**src/cliq_pkg.sv**
```systemverilog
package cliq_pkg;

  // queue geometry; the depth is a power of two so ring wrap is a plain truncation
  localparam int QUEUE_DEPTH = 256;
  localparam int MAX_BURST   = 64;
  localparam int ADDR_W      = $clog2(QUEUE_DEPTH);
  localparam int COUNT_W     = $clog2(QUEUE_DEPTH + 1);
  localparam int LIMIT_W     = 7;
  localparam int FILL_W      = 9;

  // character codes
  localparam logic [7:0] CHAR_BS  = 8'h08;
  localparam logic [7:0] CHAR_LF  = 8'h0A;
  localparam logic [7:0] CHAR_CR  = 8'h0D;
  localparam logic [7:0] CHAR_SP  = 8'h20;
  localparam logic [7:0] CHAR_DEL = 8'h7F;

  // request codes
  localparam logic OP_FEED = 1'b0;
  localparam logic OP_READ = 1'b1;

  // result kinds
  typedef enum logic [1:0] {
    KIND_ECHO   = 2'd0,
    KIND_DATA   = 2'd1,
    KIND_EMPTY  = 2'd2,
    KIND_STATUS = 2'd3
  } kind_t;

  // feed outcomes
  typedef enum logic [1:0] {
    OUT_STORED  = 2'd0,
    OUT_DROPPED = 2'd1,
    OUT_ERASED  = 2'd2,
    OUT_REFUSED = 2'd3
  } outcome_t;

  // data source for a result emitted by the controller
  typedef enum logic [1:0] {
    DSEL_ZERO  = 2'd0,
    DSEL_BYTE  = 2'd1,
    DSEL_BS    = 2'd2,
    DSEL_SPACE = 2'd3
  } dsel_t;

  // controller to datapath
  typedef struct packed {
    logic     accept;
    logic     push;
    logic     erase;
    logic     pop;
    logic     outcome_load;
    outcome_t outcome;
    logic     emit;
    kind_t    kind;
    dsel_t    dsel;
    logic     last;
  } cliq_cmd_t;

  // datapath to controller
  typedef struct packed {
    logic is_erase;
    logic newest_lf;
    logic count_zero;
    logic count_full;
    logic echoable;
    logic echo_en;
    logic read_none;
    logic pop_final;
  } cliq_status_t;

endpackage

```
**src/cliq_ctrl.sv**
```systemverilog
module cliq_ctrl
  import cliq_pkg::*;
(
  input  logic         clk,
  input  logic         rst,
  input  logic         start,
  input  logic         op,
  input  cliq_status_t stat,
  output cliq_cmd_t    cmd,
  output logic         busy
);

  typedef enum logic [7:0] {
    ST_IDLE       = 8'b0000_0001,
    ST_FEED_CHECK = 8'b0000_0010,
    ST_ERASE_BS1  = 8'b0000_0100,
    ST_ERASE_SP   = 8'b0000_1000,
    ST_ERASE_BS2  = 8'b0001_0000,
    ST_STATUS     = 8'b0010_0000,
    ST_READ       = 8'b0100_0000,
    ST_DRAIN      = 8'b1000_0000
  } state_t;

  state_t state, state_next;

  // state register
  always_ff @(posedge clk) begin
    if (rst) begin
      state <= ST_IDLE;
    end else begin
      state <= state_next;
    end
  end

  assign busy = (state != ST_IDLE);

  // next state and commands
  always_comb begin
    state_next       = state;
    cmd              = '0;
    cmd.outcome      = OUT_STORED;
    cmd.kind         = KIND_ECHO;
    cmd.dsel         = DSEL_ZERO;
    case (state)
      ST_IDLE: begin
        if (start) begin
          cmd.accept = 1'b1;
          state_next = (op == OP_READ) ? ST_READ : ST_FEED_CHECK;
        end
      end
      ST_FEED_CHECK: begin
        cmd.outcome_load = 1'b1;
        state_next       = ST_STATUS;
        if (stat.is_erase) begin
          if (stat.count_zero || stat.newest_lf) begin
            cmd.outcome = OUT_REFUSED;
          end else begin
            cmd.erase   = 1'b1;
            cmd.outcome = OUT_ERASED;
            if (stat.echo_en) begin
              state_next = ST_ERASE_BS1;
            end
          end
        end else begin
          // echo goes out before the push so it carries the old count
          if (stat.echo_en && stat.echoable) begin
            cmd.emit = 1'b1;
            cmd.kind = KIND_ECHO;
            cmd.dsel = DSEL_BYTE;
          end
          if (stat.count_full) begin
            cmd.outcome = OUT_DROPPED;
          end else begin
            cmd.push    = 1'b1;
            cmd.outcome = OUT_STORED;
          end
        end
      end
      ST_ERASE_BS1: begin
        cmd.emit   = 1'b1;
        cmd.dsel   = DSEL_BS;
        state_next = ST_ERASE_SP;
      end
      ST_ERASE_SP: begin
        cmd.emit   = 1'b1;
        cmd.dsel   = DSEL_SPACE;
        state_next = ST_ERASE_BS2;
      end
      ST_ERASE_BS2: begin
        cmd.emit   = 1'b1;
        cmd.dsel   = DSEL_BS;
        state_next = ST_STATUS;
      end
      ST_STATUS: begin
        cmd.emit   = 1'b1;
        cmd.kind   = KIND_STATUS;
        cmd.last   = 1'b1;
        state_next = ST_IDLE;
      end
      ST_READ: begin
        if (stat.read_none) begin
          cmd.emit   = 1'b1;
          cmd.kind   = KIND_EMPTY;
          cmd.last   = 1'b1;
          state_next = ST_IDLE;
        end else begin
          cmd.pop = 1'b1;
          if (stat.pop_final) begin
            state_next = ST_DRAIN;
          end
        end
      end
      ST_DRAIN: begin
        // final popped byte leaves the read port this cycle
        state_next = ST_IDLE;
      end
      default: begin
        state_next = ST_IDLE;
      end
    endcase
  end

`ifndef NO_ASSERTIONS
  a_pop_only_in_read: assert property (@(posedge clk) disable iff (rst)
    cmd.pop |-> (state == ST_READ))
    else $error("pop issued outside read state");

  a_drain_after_final: assert property (@(posedge clk) disable iff (rst)
    (state == ST_DRAIN) |-> $past(cmd.pop) && $past(stat.pop_final))
    else $error("drain entered without a final pop");

  a_erase_echo_sequence: assert property (@(posedge clk) disable iff (rst)
    (state == ST_ERASE_BS1) |=> (state == ST_ERASE_SP) ##1 (state == ST_ERASE_BS2)
      ##1 (state == ST_STATUS))
    else $error("erase echo sequence broken");
`endif

endmodule

```
**src/cliq_datapath.sv**
```systemverilog
module cliq_datapath
  import cliq_pkg::*;
(
  input  logic               clk,
  input  logic               rst,
  input  logic [7:0]         rx_byte,
  input  logic [LIMIT_W-1:0] read_limit,
  input  logic               cfg_write,
  input  logic               cfg_data,
  input  cliq_cmd_t          cmd,
  output cliq_status_t       stat,
  output logic               result_strobe,
  output logic [1:0]         kind,
  output logic [7:0]         data,
  output logic [1:0]         feed_outcome,
  output logic [FILL_W-1:0]  fill_level,
  output logic               last
);

  logic [7:0]         ring [QUEUE_DEPTH];
  logic [7:0]         ring_q;
  logic [ADDR_W-1:0]  read_pointer;
  logic [COUNT_W-1:0] byte_count;
  logic [7:0]         cur_byte;
  logic [LIMIT_W-1:0] limit;
  logic [LIMIT_W-1:0] taken;
  outcome_t           outcome_q;
  logic               echo_enable;
  logic               pop_d;
  logic               pop_last_d;

  logic [ADDR_W-1:0]  newest_addr;
  logic [ADDR_W-1:0]  tail_addr;
  logic [ADDR_W-1:0]  rd_addr;
  logic               rd_en;
  logic [LIMIT_W-1:0] taken_inc;
  logic [7:0]         emit_data;

  // ring addressing; wrap comes from the address width
  assign newest_addr = read_pointer + byte_count[ADDR_W-1:0] - ADDR_W'(1);
  assign tail_addr   = read_pointer + byte_count[ADDR_W-1:0];
  assign rd_en       = cmd.accept | cmd.pop;
  assign rd_addr     = cmd.accept ? newest_addr : read_pointer;
  assign taken_inc   = taken + LIMIT_W'(1);

  // ring memory, one write and one registered read port
  always_ff @(posedge clk) begin
    if (cmd.push) begin
      ring[tail_addr] <= cur_byte;
    end
    if (rd_en) begin
      ring_q <= ring[rd_addr];
    end
  end

  // request capture, cr folded to lf and read limit saturated
  always_ff @(posedge clk) begin
    if (cmd.accept) begin
      cur_byte <= (rx_byte == CHAR_CR) ? CHAR_LF : rx_byte;
      limit    <= (read_limit > LIMIT_W'(MAX_BURST)) ? LIMIT_W'(MAX_BURST) : read_limit;
    end
    if (cmd.outcome_load) begin
      outcome_q <= cmd.outcome;
    end
  end

  // queue pointers and burst counter
  always_ff @(posedge clk) begin
    if (rst) begin
      read_pointer <= '0;
      byte_count   <= '0;
      taken        <= '0;
    end else begin
      if (cmd.accept) begin
        taken <= '0;
      end
      if (cmd.push) begin
        byte_count <= byte_count + COUNT_W'(1);
      end
      if (cmd.erase) begin
        byte_count <= byte_count - COUNT_W'(1);
      end
      if (cmd.pop) begin
        read_pointer <= read_pointer + ADDR_W'(1);
        byte_count   <= byte_count - COUNT_W'(1);
        taken        <= taken_inc;
      end
    end
  end

  // echo enable register
  always_ff @(posedge clk) begin
    if (rst) begin
      echo_enable <= 1'b1;
    end else if (cfg_write) begin
      echo_enable <= cfg_data;
    end
  end

  // popped byte arrives in the cycle after its read
  always_ff @(posedge clk) begin
    if (rst) begin
      pop_d <= 1'b0;
    end else begin
      pop_d <= cmd.pop;
    end
    pop_last_d <= stat.pop_final;
  end

  // status towards the controller
  always_comb begin
    stat.is_erase   = (cur_byte == CHAR_BS) || (cur_byte == CHAR_DEL);
    stat.newest_lf  = (ring_q == CHAR_LF);
    stat.count_zero = (byte_count == '0);
    stat.count_full = (byte_count == COUNT_W'(QUEUE_DEPTH));
    stat.echoable   = (cur_byte == CHAR_LF) ||
                      ((cur_byte >= CHAR_SP) && (cur_byte < CHAR_DEL));
    stat.echo_en    = echo_enable;
    stat.read_none  = (limit == '0) || (byte_count == '0);
    stat.pop_final  = (taken_inc == limit) || (byte_count == COUNT_W'(1));
  end

  // data for a controller result
  always_comb begin
    case (cmd.dsel)
      DSEL_BYTE:  emit_data = cur_byte;
      DSEL_BS:    emit_data = CHAR_BS;
      DSEL_SPACE: emit_data = CHAR_SP;
      default:    emit_data = 8'h00;
    endcase
  end

  // result register
  always_ff @(posedge clk) begin
    if (rst) begin
      result_strobe <= 1'b0;
    end else begin
      result_strobe <= pop_d | cmd.emit;
    end
    fill_level <= FILL_W'(byte_count);
    if (pop_d) begin
      kind         <= KIND_DATA;
      data         <= ring_q;
      feed_outcome <= OUT_STORED;
      last         <= pop_last_d;
    end else begin
      kind         <= cmd.kind;
      data         <= emit_data;
      feed_outcome <= (cmd.kind == KIND_STATUS) ? outcome_q : OUT_STORED;
      last         <= cmd.last;
    end
  end

`ifndef NO_ASSERTIONS
  a_count_bound: assert property (@(posedge clk) disable iff (rst)
    byte_count <= COUNT_W'(QUEUE_DEPTH))
    else $error("byte count beyond queue depth");

  a_no_push_full: assert property (@(posedge clk) disable iff (rst)
    cmd.push |-> !stat.count_full)
    else $error("push into a full queue");

  a_no_remove_empty: assert property (@(posedge clk) disable iff (rst)
    (cmd.pop || cmd.erase) |-> !stat.count_zero)
    else $error("byte removed from an empty queue");

  a_single_source: assert property (@(posedge clk) disable iff (rst)
    !(pop_d && cmd.emit))
    else $error("popped byte and controller result collide");
`endif

endmodule

```
**src/console_line_input_queue.sv**
```systemverilog
// cooked console input queue
// request channel: op, rx_byte and read_limit are taken at a clock edge with
// start high and busy low. op feed brings one received byte; op read pops up
// to read_limit bytes (saturated to 64) from a 256-byte ring.
// config: cfg_data is written to the echo enable register at an edge with
// cfg_write high; write it only while busy is low.
// results: each result shows on kind, data, feed_outcome, fill_level and last
// for one cycle with result_strobe high; last marks the final result of a
// request. the receiver cannot stall, so every strobe is a delivered result.
// timing: a feed keeps busy high through the check and status states, and for
// an erase echo through the backspace, space and backspace states in between;
// a read keeps busy high while it pops, one byte per cycle from the single read
// port of the ring memory, then through the drain state. an echo or an empty
// read result passes only the result register, a popped byte also the read
// port; the final result is on the ports in the first cycle with busy low again.
// reset: rst (synchronous) empties the queue, sets echo on and idles the
// controller; ring contents need no clearing since only stored bytes are read.
module console_line_input_queue
  import cliq_pkg::*;
(
  input  logic               clk,
  input  logic               rst,
  input  logic               start,
  output logic               busy,
  input  logic               op,
  input  logic [7:0]         rx_byte,
  input  logic [LIMIT_W-1:0] read_limit,
  input  logic               cfg_write,
  input  logic               cfg_data,
  output logic               result_strobe,
  output logic [1:0]         kind,
  output logic [7:0]         data,
  output logic [1:0]         feed_outcome,
  output logic [FILL_W-1:0]  fill_level,
  output logic               last
);

  cliq_cmd_t    cmd;
  cliq_status_t stat;

  // sequencer
  cliq_ctrl u_ctrl (
    .clk   (clk),
    .rst   (rst),
    .start (start),
    .op    (op),
    .stat  (stat),
    .cmd   (cmd),
    .busy  (busy)
  );

  // ring, pointers and result register
  cliq_datapath u_datapath (
    .clk           (clk),
    .rst           (rst),
    .rx_byte       (rx_byte),
    .read_limit    (read_limit),
    .cfg_write     (cfg_write),
    .cfg_data      (cfg_data),
    .cmd           (cmd),
    .stat          (stat),
    .result_strobe (result_strobe),
    .kind          (kind),
    .data          (data),
    .feed_outcome  (feed_outcome),
    .fill_level    (fill_level),
    .last          (last)
  );

endmodule

```
**config.mk**
```make
export PLATFORM = sky130hd
export DESIGN_NAME = console_line_input_queue
export DESIGN_NICKNAME = d
export VERILOG_FILES = /design/src/cliq_pkg.sv /design/src/cliq_ctrl.sv /design/src/cliq_datapath.sv /design/src/console_line_input_queue.sv
export SDC_FILE = /design/constraint.sdc
export NUM_CORES = 2
export LEC_CHECK = 0
export ABC_AREA = 1
export BUFFER_PORTS_ARGS = -buffer_cell sky130_fd_sc_hd__buf_2
export CAP_MARGIN = 10
export CORE_UTILIZATION = 45
export DETAILED_ROUTE_END_ITERATION = 7
export GPL_TIMING_DRIVEN = 0
export HOLD_SLACK_MARGIN = 0.06
export PLACE_DENSITY = 0.59
export SLEW_MARGIN = 30
export SYNTH_ARGS = -nofsm -noshare
export SYNTH_HDL_FRONTEND = slang
export SYNTH_SLANG_ARGS = --single-unit
```
**constraint.sdc**
```tcl
create_clock -name clk -period 16.75 [get_ports clk]
set_clock_uncertainty 0.1 [all_clocks]
set_input_delay 2.5125 -clock clk [delete_from_list [all_inputs] [get_ports clk]]
set_output_delay 2.5125 -clock clk [all_outputs]
set_load 0.005 [all_outputs]
```
== After elaboration in Yosys (flattened, before gate mapping) ==
Memories as Yosys holds them, arrays and structs flattened. A register that Yosys moved wholly into a read port is not among the register bits.
Cells that the tools add are included.

* Bits in registers: 75
* Logic and storage cells: 106
* Memories: 1
* Memory bits (writable): 2048

{| class="wikitable"
|+ Memory list
! name !! depth !! bits a word !! rd ports !! clocked after Yosys merged registers in !! write ports !! RTL line !! source
|-
| u_datapath.ring || 256 || 8 || 1 || 1 || 1 || cliq_datapath.sv:20 || <nowiki>logic [7:0] ring [QUEUE_DEPTH];</nowiki>
|}

* Mux-type cells: 40
* Add/sub/neg operators: 6
* Bitwise gates (word level): 3
* Equal/unequal tests: 22
* Reductions and logical operators: 15
* Order comparisons: 3

{| class="wikitable"
|+ Operators with widths
! kind !! count
|-
| 8-bit two-way mux || 7
|-
| 8-bit case mux with 6 select lines || 1
|-
| 8-bit by 4-bit == test with 1-bit output, second input constant || 5
|-
| 9-bit two-way mux || 3
|-
| 8-bit case mux with 3 select lines || 1
|-
| 7-bit two-way mux || 3
|-
| 8-bit by 7-bit == test with 1-bit output, second input constant || 2
|-
| 1-bit two-way mux || 14
|-
| 2-bit case mux with 3 select lines || 2
|-
| 5-bit two-way mux || 2
|-
| 9-bit by 1-bit adder with 9-bit output, second input constant || 1
|-
| 9-bit by 1-bit == test with 1-bit output, second input constant || 1
|-
| 9-bit == test, second input constant || 1
|-
| 9-bit zero test || 1
|-
| 9-bit by 1-bit subtractor with 9-bit output, second input constant || 1
|-
| 8-bit by 1-bit adder with 8-bit output, second input constant || 1
|-
| 8-bit adder || 1
|-
| 8-bit by 1-bit == test with 1-bit output, second input constant || 1
|-
| 8-bit by 2-bit == test with 1-bit output, second input constant || 1
|-
| 8-bit by 3-bit == test with 1-bit output, second input constant || 1
|-
| 8-bit by 5-bit == test with 1-bit output, second input constant || 1
|-
| 8-bit by 6-bit == test with 1-bit output, second input constant || 1
|-
| 8-bit by 6-bit >= comparator with 1-bit output, second input constant || 1
|-
| 8-bit by 7-bit less-than comparator with 1-bit output, second input constant || 1
|-
| 24 further kinds || 35
|}

== Longest topological paths before layout ==
* Word-level depth: 10
* Mapped depth: 20

== By module ==
From an unflattened synthesis, not the netlist that was laid out.

* Cell total of the unflattened synthesis: 9416
* Area, all modules: 93671.1 um2

{| class="wikitable"
|+ Modules (own cells, without submodules)
! module !! instances !! area each (um2) !! seq. area each (um2) !! cells an instance
|-
| cliq_datapath || 1 || 93083.0 || 63250.7 || 9328
|-
| cliq_ctrl || 1 || 588.1 || 160.2 || 88
|}

== Worst setup path before layout ==
OpenSTA, ideal clock, no wires.

* Path type: flip-flop to flip-flop
* From: register u_datapath.cur_byte[2]
* To: memory u_datapath.ring[100][0], enable pin
* Stages on the path, launching flop included: 12
* Setup slack: 10883 ps
* Period minus slack after synthesis: 5867 ps
* Library setup time: 370 ps
* Path buffers: 1
* Required time: 16280 ps
* Arrival: 5396 ps
* Cell sequence: edfxtp_1 inv_1 nand2_1 nor2_1 nand3b_1 nand2_1 a21oi_1 nand2_1 nor2_1 nand2_1 clkbuf_1 nor2_1

* Cells in the longest elaborated chain, start to end: 6

{| class="wikitable"
|+ Ends and longest elaborated chain
! element !! RTL line !! source
|-
| from (decl) || cliq_datapath.sv:24 || <nowiki>logic [7:0] cur_byte;</nowiki>
|-
| from (signal assigned) || cliq_datapath.sv:59 || <nowiki>cur_byte <= (rx_byte == CHAR_CR) ? CHAR_LF : rx_byte;</nowiki>
|-
| 8-bit by 4-bit == test with 1-bit output or 8-bit by 7-bit == test with 1-bit output (tied branches) || cliq_datapath.sv:112 || <nowiki>stat.is_erase = (cur_byte == CHAR_BS) || (cur_byte == CHAR_DEL);</nowiki>
|-
| 1-bit logical OR * || cliq_datapath.sv:112 ||
|-
| 1-bit two-way mux * || cliq_ctrl.sv:54 || <nowiki>if (stat.is_erase) begin</nowiki>
|-
| 2-bit two-way mux * || cliq_ctrl.sv:44 || <nowiki>case (state)</nowiki>
|-
| 1-bit two-way mux * || cliq_datapath.sv:48 || <nowiki>if (cmd.push) begin</nowiki>
|-
| 1-bit two-way mux (not written as such) * || cliq_datapath.sv:49 || <nowiki>ring[tail_addr] <= cur_byte;</nowiki>
|-
| to (decl) || cliq_datapath.sv:20 ||
|}

Every way passes the cells marked *; elsewhere a longest branch is shown, timed or not.

== Final worst setup path ==
* From: input start
* To: register u_datapath.ring_q[0], read port of u_datapath.ring (data pin)

* Cells in the longest elaborated chain, start to end: 3

{| class="wikitable"
|+ Ends and longest elaborated chain
! element !! RTL line !! source
|-
| from (decl) || console_line_input_queue.sv:23 || <nowiki>input logic start,</nowiki>
|-
| 1-bit two-way mux * || cliq_ctrl.sv:46 || <nowiki>if (start) begin</nowiki>
|-
| 1-bit two-way mux * || cliq_ctrl.sv:44 ||
|-
| 8-bit two-way mux or 1-bit OR (tied branches) || cliq_datapath.sv:43, cliq_datapath.sv:42 ||
|-
| to (decl) || cliq_datapath.sv:21 || <nowiki>logic [7:0] ring_q;</nowiki>
|}

Marked as above.
A chain may end at the register's enable or synchronous reset.

==> results_dict.tcl <==
set metrics [dict create \
    status "complete, no violations" \
    clock-sinks 2131 \
    yosys.area_share.simple_pct 21.9 \
    die_w_um 456 \
    fin_nets 9557 \
    placementRows 166 \
    synth_mux_area_share_pct 0 \
    tns_ps 0 \
    nFillCells 18300 \
    grt_max_degree 25 \
    pin_count 45 \
    hold_ws_ps 296 \
    period_needed_ps 6120 \
    syn_nets 9135 \
    die_area_mm2 0.208 \
    core_mm2 0.205 \
    yosysUniqueCellTypes 45 \
    synthTopCellsByCount "nand2_1 (2,712), edfxtp_1 (2,073), nand3_1 (1,723)" \
    path_max_fanout 10 \
    htree_levels 4 \
    design_area_mm2 0.106 \
    synth-edff-count 2073 \
    first_global_vias 64400 \
    hold_violations 0 \
    max_freq_mhz 163 \
    initialDrtViolationCount 11800 \
    p_leak_nw 43.9 \
    startpoint_type "primary input" \
    setup_viol 0 \
    tritoncts "built" \
    ir_drop_v 0.0000905 \
    arrival_ps 6590 \
    pwr_density_cell_mw_per_mm2 121 \
    postCtsSetupRepairBufs 0 \
    die_y_um 456 \
    post-place-ws_ps 10150 \
    synthFlopType "edfxtp_1" \
    synth_fa_ha_area_share_pct 0.251 \
    synth_cells 9096 \
    crit_type "primary input to register" \
    synthesis.area_mm2 0.0929 \
    grt_pass1_wl_mm 489 \
    synth_xor_area_share_pct 0.206 \
    end_kind "register" \
    root_buffer "clkbuf_16" \
    drt-total-wl_mm 356 \
    yosysTopAreaCell "edfxtp_1" \
    synth_top_family_by_area "simple AND/OR/NAND/NOR gates" \
    cts-resized-gates 0 \
    path_clk_slew_ps 60 \
    hold_class "register to register" \
    gp_congestion 1.02 \
    synth.most_common_cell "nand2_1" \
    maxSlewViolCount 0 \
    synth_seq_cells 2131 \
    postPlaceCellArea_mm2 0.0989 \
    finalCritPeriodShare_pct 36.5 \
    drt_drc_violations_left 0 \
    firstDrtPassIters 7 \
    synth_compound_area_share_pct 0.929 \
    power_mw 12.8 \
    cp.required_ps 17230 \
    insertion_delay_ps 880 \
    dp_hpwl_mm 255 \
    synth.area.top_cells "edfxtp_1 (67%), nand2_1 (11%), nand3_1 (9.3%)" \
    cts_hold_buf 0 \
    cap_violations 0 \
    antenna_found_initial 19 \
    ys_seq_area_share_pct 68.3 \
    vias 70700 \
    worst_pin_slew_ps 1180 \
    globalRouteOverflowTotal 0 \
    postLayoutSetupSlackWorst_ps 10630 \
    start_util_pct 45.4 \
    wl_per_cell_um 28.7 \
    synth_top_area_share_pct 67.0 \
    detail-route-antenna-nets 0 \
    cts_buffer_depth 3 \
    yosysWarnings 0 \
    final_layout_size_suffix_gt1_share_pct 9.81 \
    grtUsageTotal_pct 33.6 \
    max_slew_margin_pct 20.9 \
    rsz0062_at_grt "no" \
    numCtsBuffers 220 \
    ys_async_sr_fraction_pct 0 \
    io_buffers 44 \
    area_delta_synth_final_pct 14.0 \
    routed_via_density 5.70 \
    synth_area_per_cell_um2 10.2 \
]
## registers in the layout, summed over array words and instances, names as in the netlist
register	cells
u_ctrl.state	8
u_datapath.byte_count	9
u_datapath.cur_byte	8
u_datapath.data	8
u_datapath.echo_enable	1
u_datapath.feed_outcome	2
u_datapath.fill_level	9
u_datapath.kind	2
u_datapath.last	1
u_datapath.limit	7
u_datapath.outcome_q	2
u_datapath.pop_d	1
u_datapath.pop_last_d	1
u_datapath.read_pointer	8
u_datapath.result_strobe	1
u_datapath.ring	2048
u_datapath.ring_q	8
u_datapath.taken	7
## power breakdown
part | switching (mW) | leakage [nW] | internal (mW)
Combinational | 1.58 | 21.4 | 0.447
Sequential | 0.0103 | 19.1 | 5.90
Clock | 2.15 | 3.40 | 2.69
## worst paths after layout
path	to	from	slack [ps]	cells past startpoint
max	u_datapath.ring_q[0]$_DFFE_PP_	start	10630	15
min	u_datapath.fill_level[6]$_DFF_P_	u_datapath.byte_count[6]$_SDFFE_PP0P_	300	0
max reg2reg	u_datapath.ring_q[2]$_DFFE_PP_	u_datapath.byte_count[0]$_SDFFE_PP0P_	11180	16
min reg2reg	u_datapath.fill_level[6]$_DFF_P_	u_datapath.byte_count[6]$_SDFFE_PP0P_	300	0
## stage by stage
step                      cells  util [%]
final                     12400      51.7
after global routing      12400      51.7
after floorplan            9096         -
after global placement    11800      47.1
after CTS                 12400      51.7
after detailed placement  12000      48.3
## logic make-up after synthesis
kind of cell,count (synthesis)
AND/OR/NAND/NOR,4805
buffers and inverters,1990
AO/OA/AOI/OAI,131
XOR/XNOR,21
flip-flops,2131
adder cells (fa/ha/maj),18
## final cells by class
type	count	area, um^2	share of cell area (%)
repair buffers	200	2410	2.28
multi-input cells	4975	21800	20.6
inverters	1501	5630	5.32
diodes	10	25.0	0.0236
well taps	2688	3360	3.18
plain buffers	489	2300	2.17
clock inverters	128	1120	1.06
flip-flops and latches	2131	63400	59.9
clock buffers	277	5790	5.47
## worst max-delay path, stage by stage
cell	delay (ps)
buf_2	160
nand3_1	230
nand2_2	310
nand2_2	220
buf_2	600
buf_2	770
nand2_1	120
nand3_1	110
nand3_1	80
nand3_1	200
nand3_1	190
nand3_1	180
nand3_1	310
nand3_1	330
nand2_1	240
## cell usage in the layout (no fill, tap or decap), types with 6 or more instances in the layout
| cell | count |
|---|---|
| a21oi_1 | 27 |
| buf_1 | 23 |
| buf_16 | 14 |
| buf_2 | 356 |
| buf_6 | 89 |
| buf_8 | 52 |
| bufinv_16 | 16 |
| clkbuf_1 | 170 |
| clkbuf_16 | 222 |
| clkbuf_2 | 26 |
| clkinv_1 | 46 |
| clkinv_2 | 49 |
| dfxtp_1 | 58 |
| diode_2 | 10 |
| edfxtp_1 | 2073 |
| ha_1 | 17 |
| inv_1 | 1495 |
| nand2_1 | 2712 |
| nand3_1 | 1723 |
| nand4_1 | 9 |
| nor2_1 | 244 |
| nor2_2 | 77 |
| nor3_1 | 18 |
| nor4_1 | 7 |
| o211ai_1 | 55 |
| o21ai_0 | 21 |
| o21ai_1 | 6 |
| xor2_1 | 15 |
## per-layer routing
metal / GRT usage, % / share of wire, %
met4: 18.1 / 6.0
met2: 49.4 / 43
met1: 45.7 / 38
met3: 8.60 / 13
met5: 0 / 0.014
No activity file was read; power rests on OpenSTA's default activity.
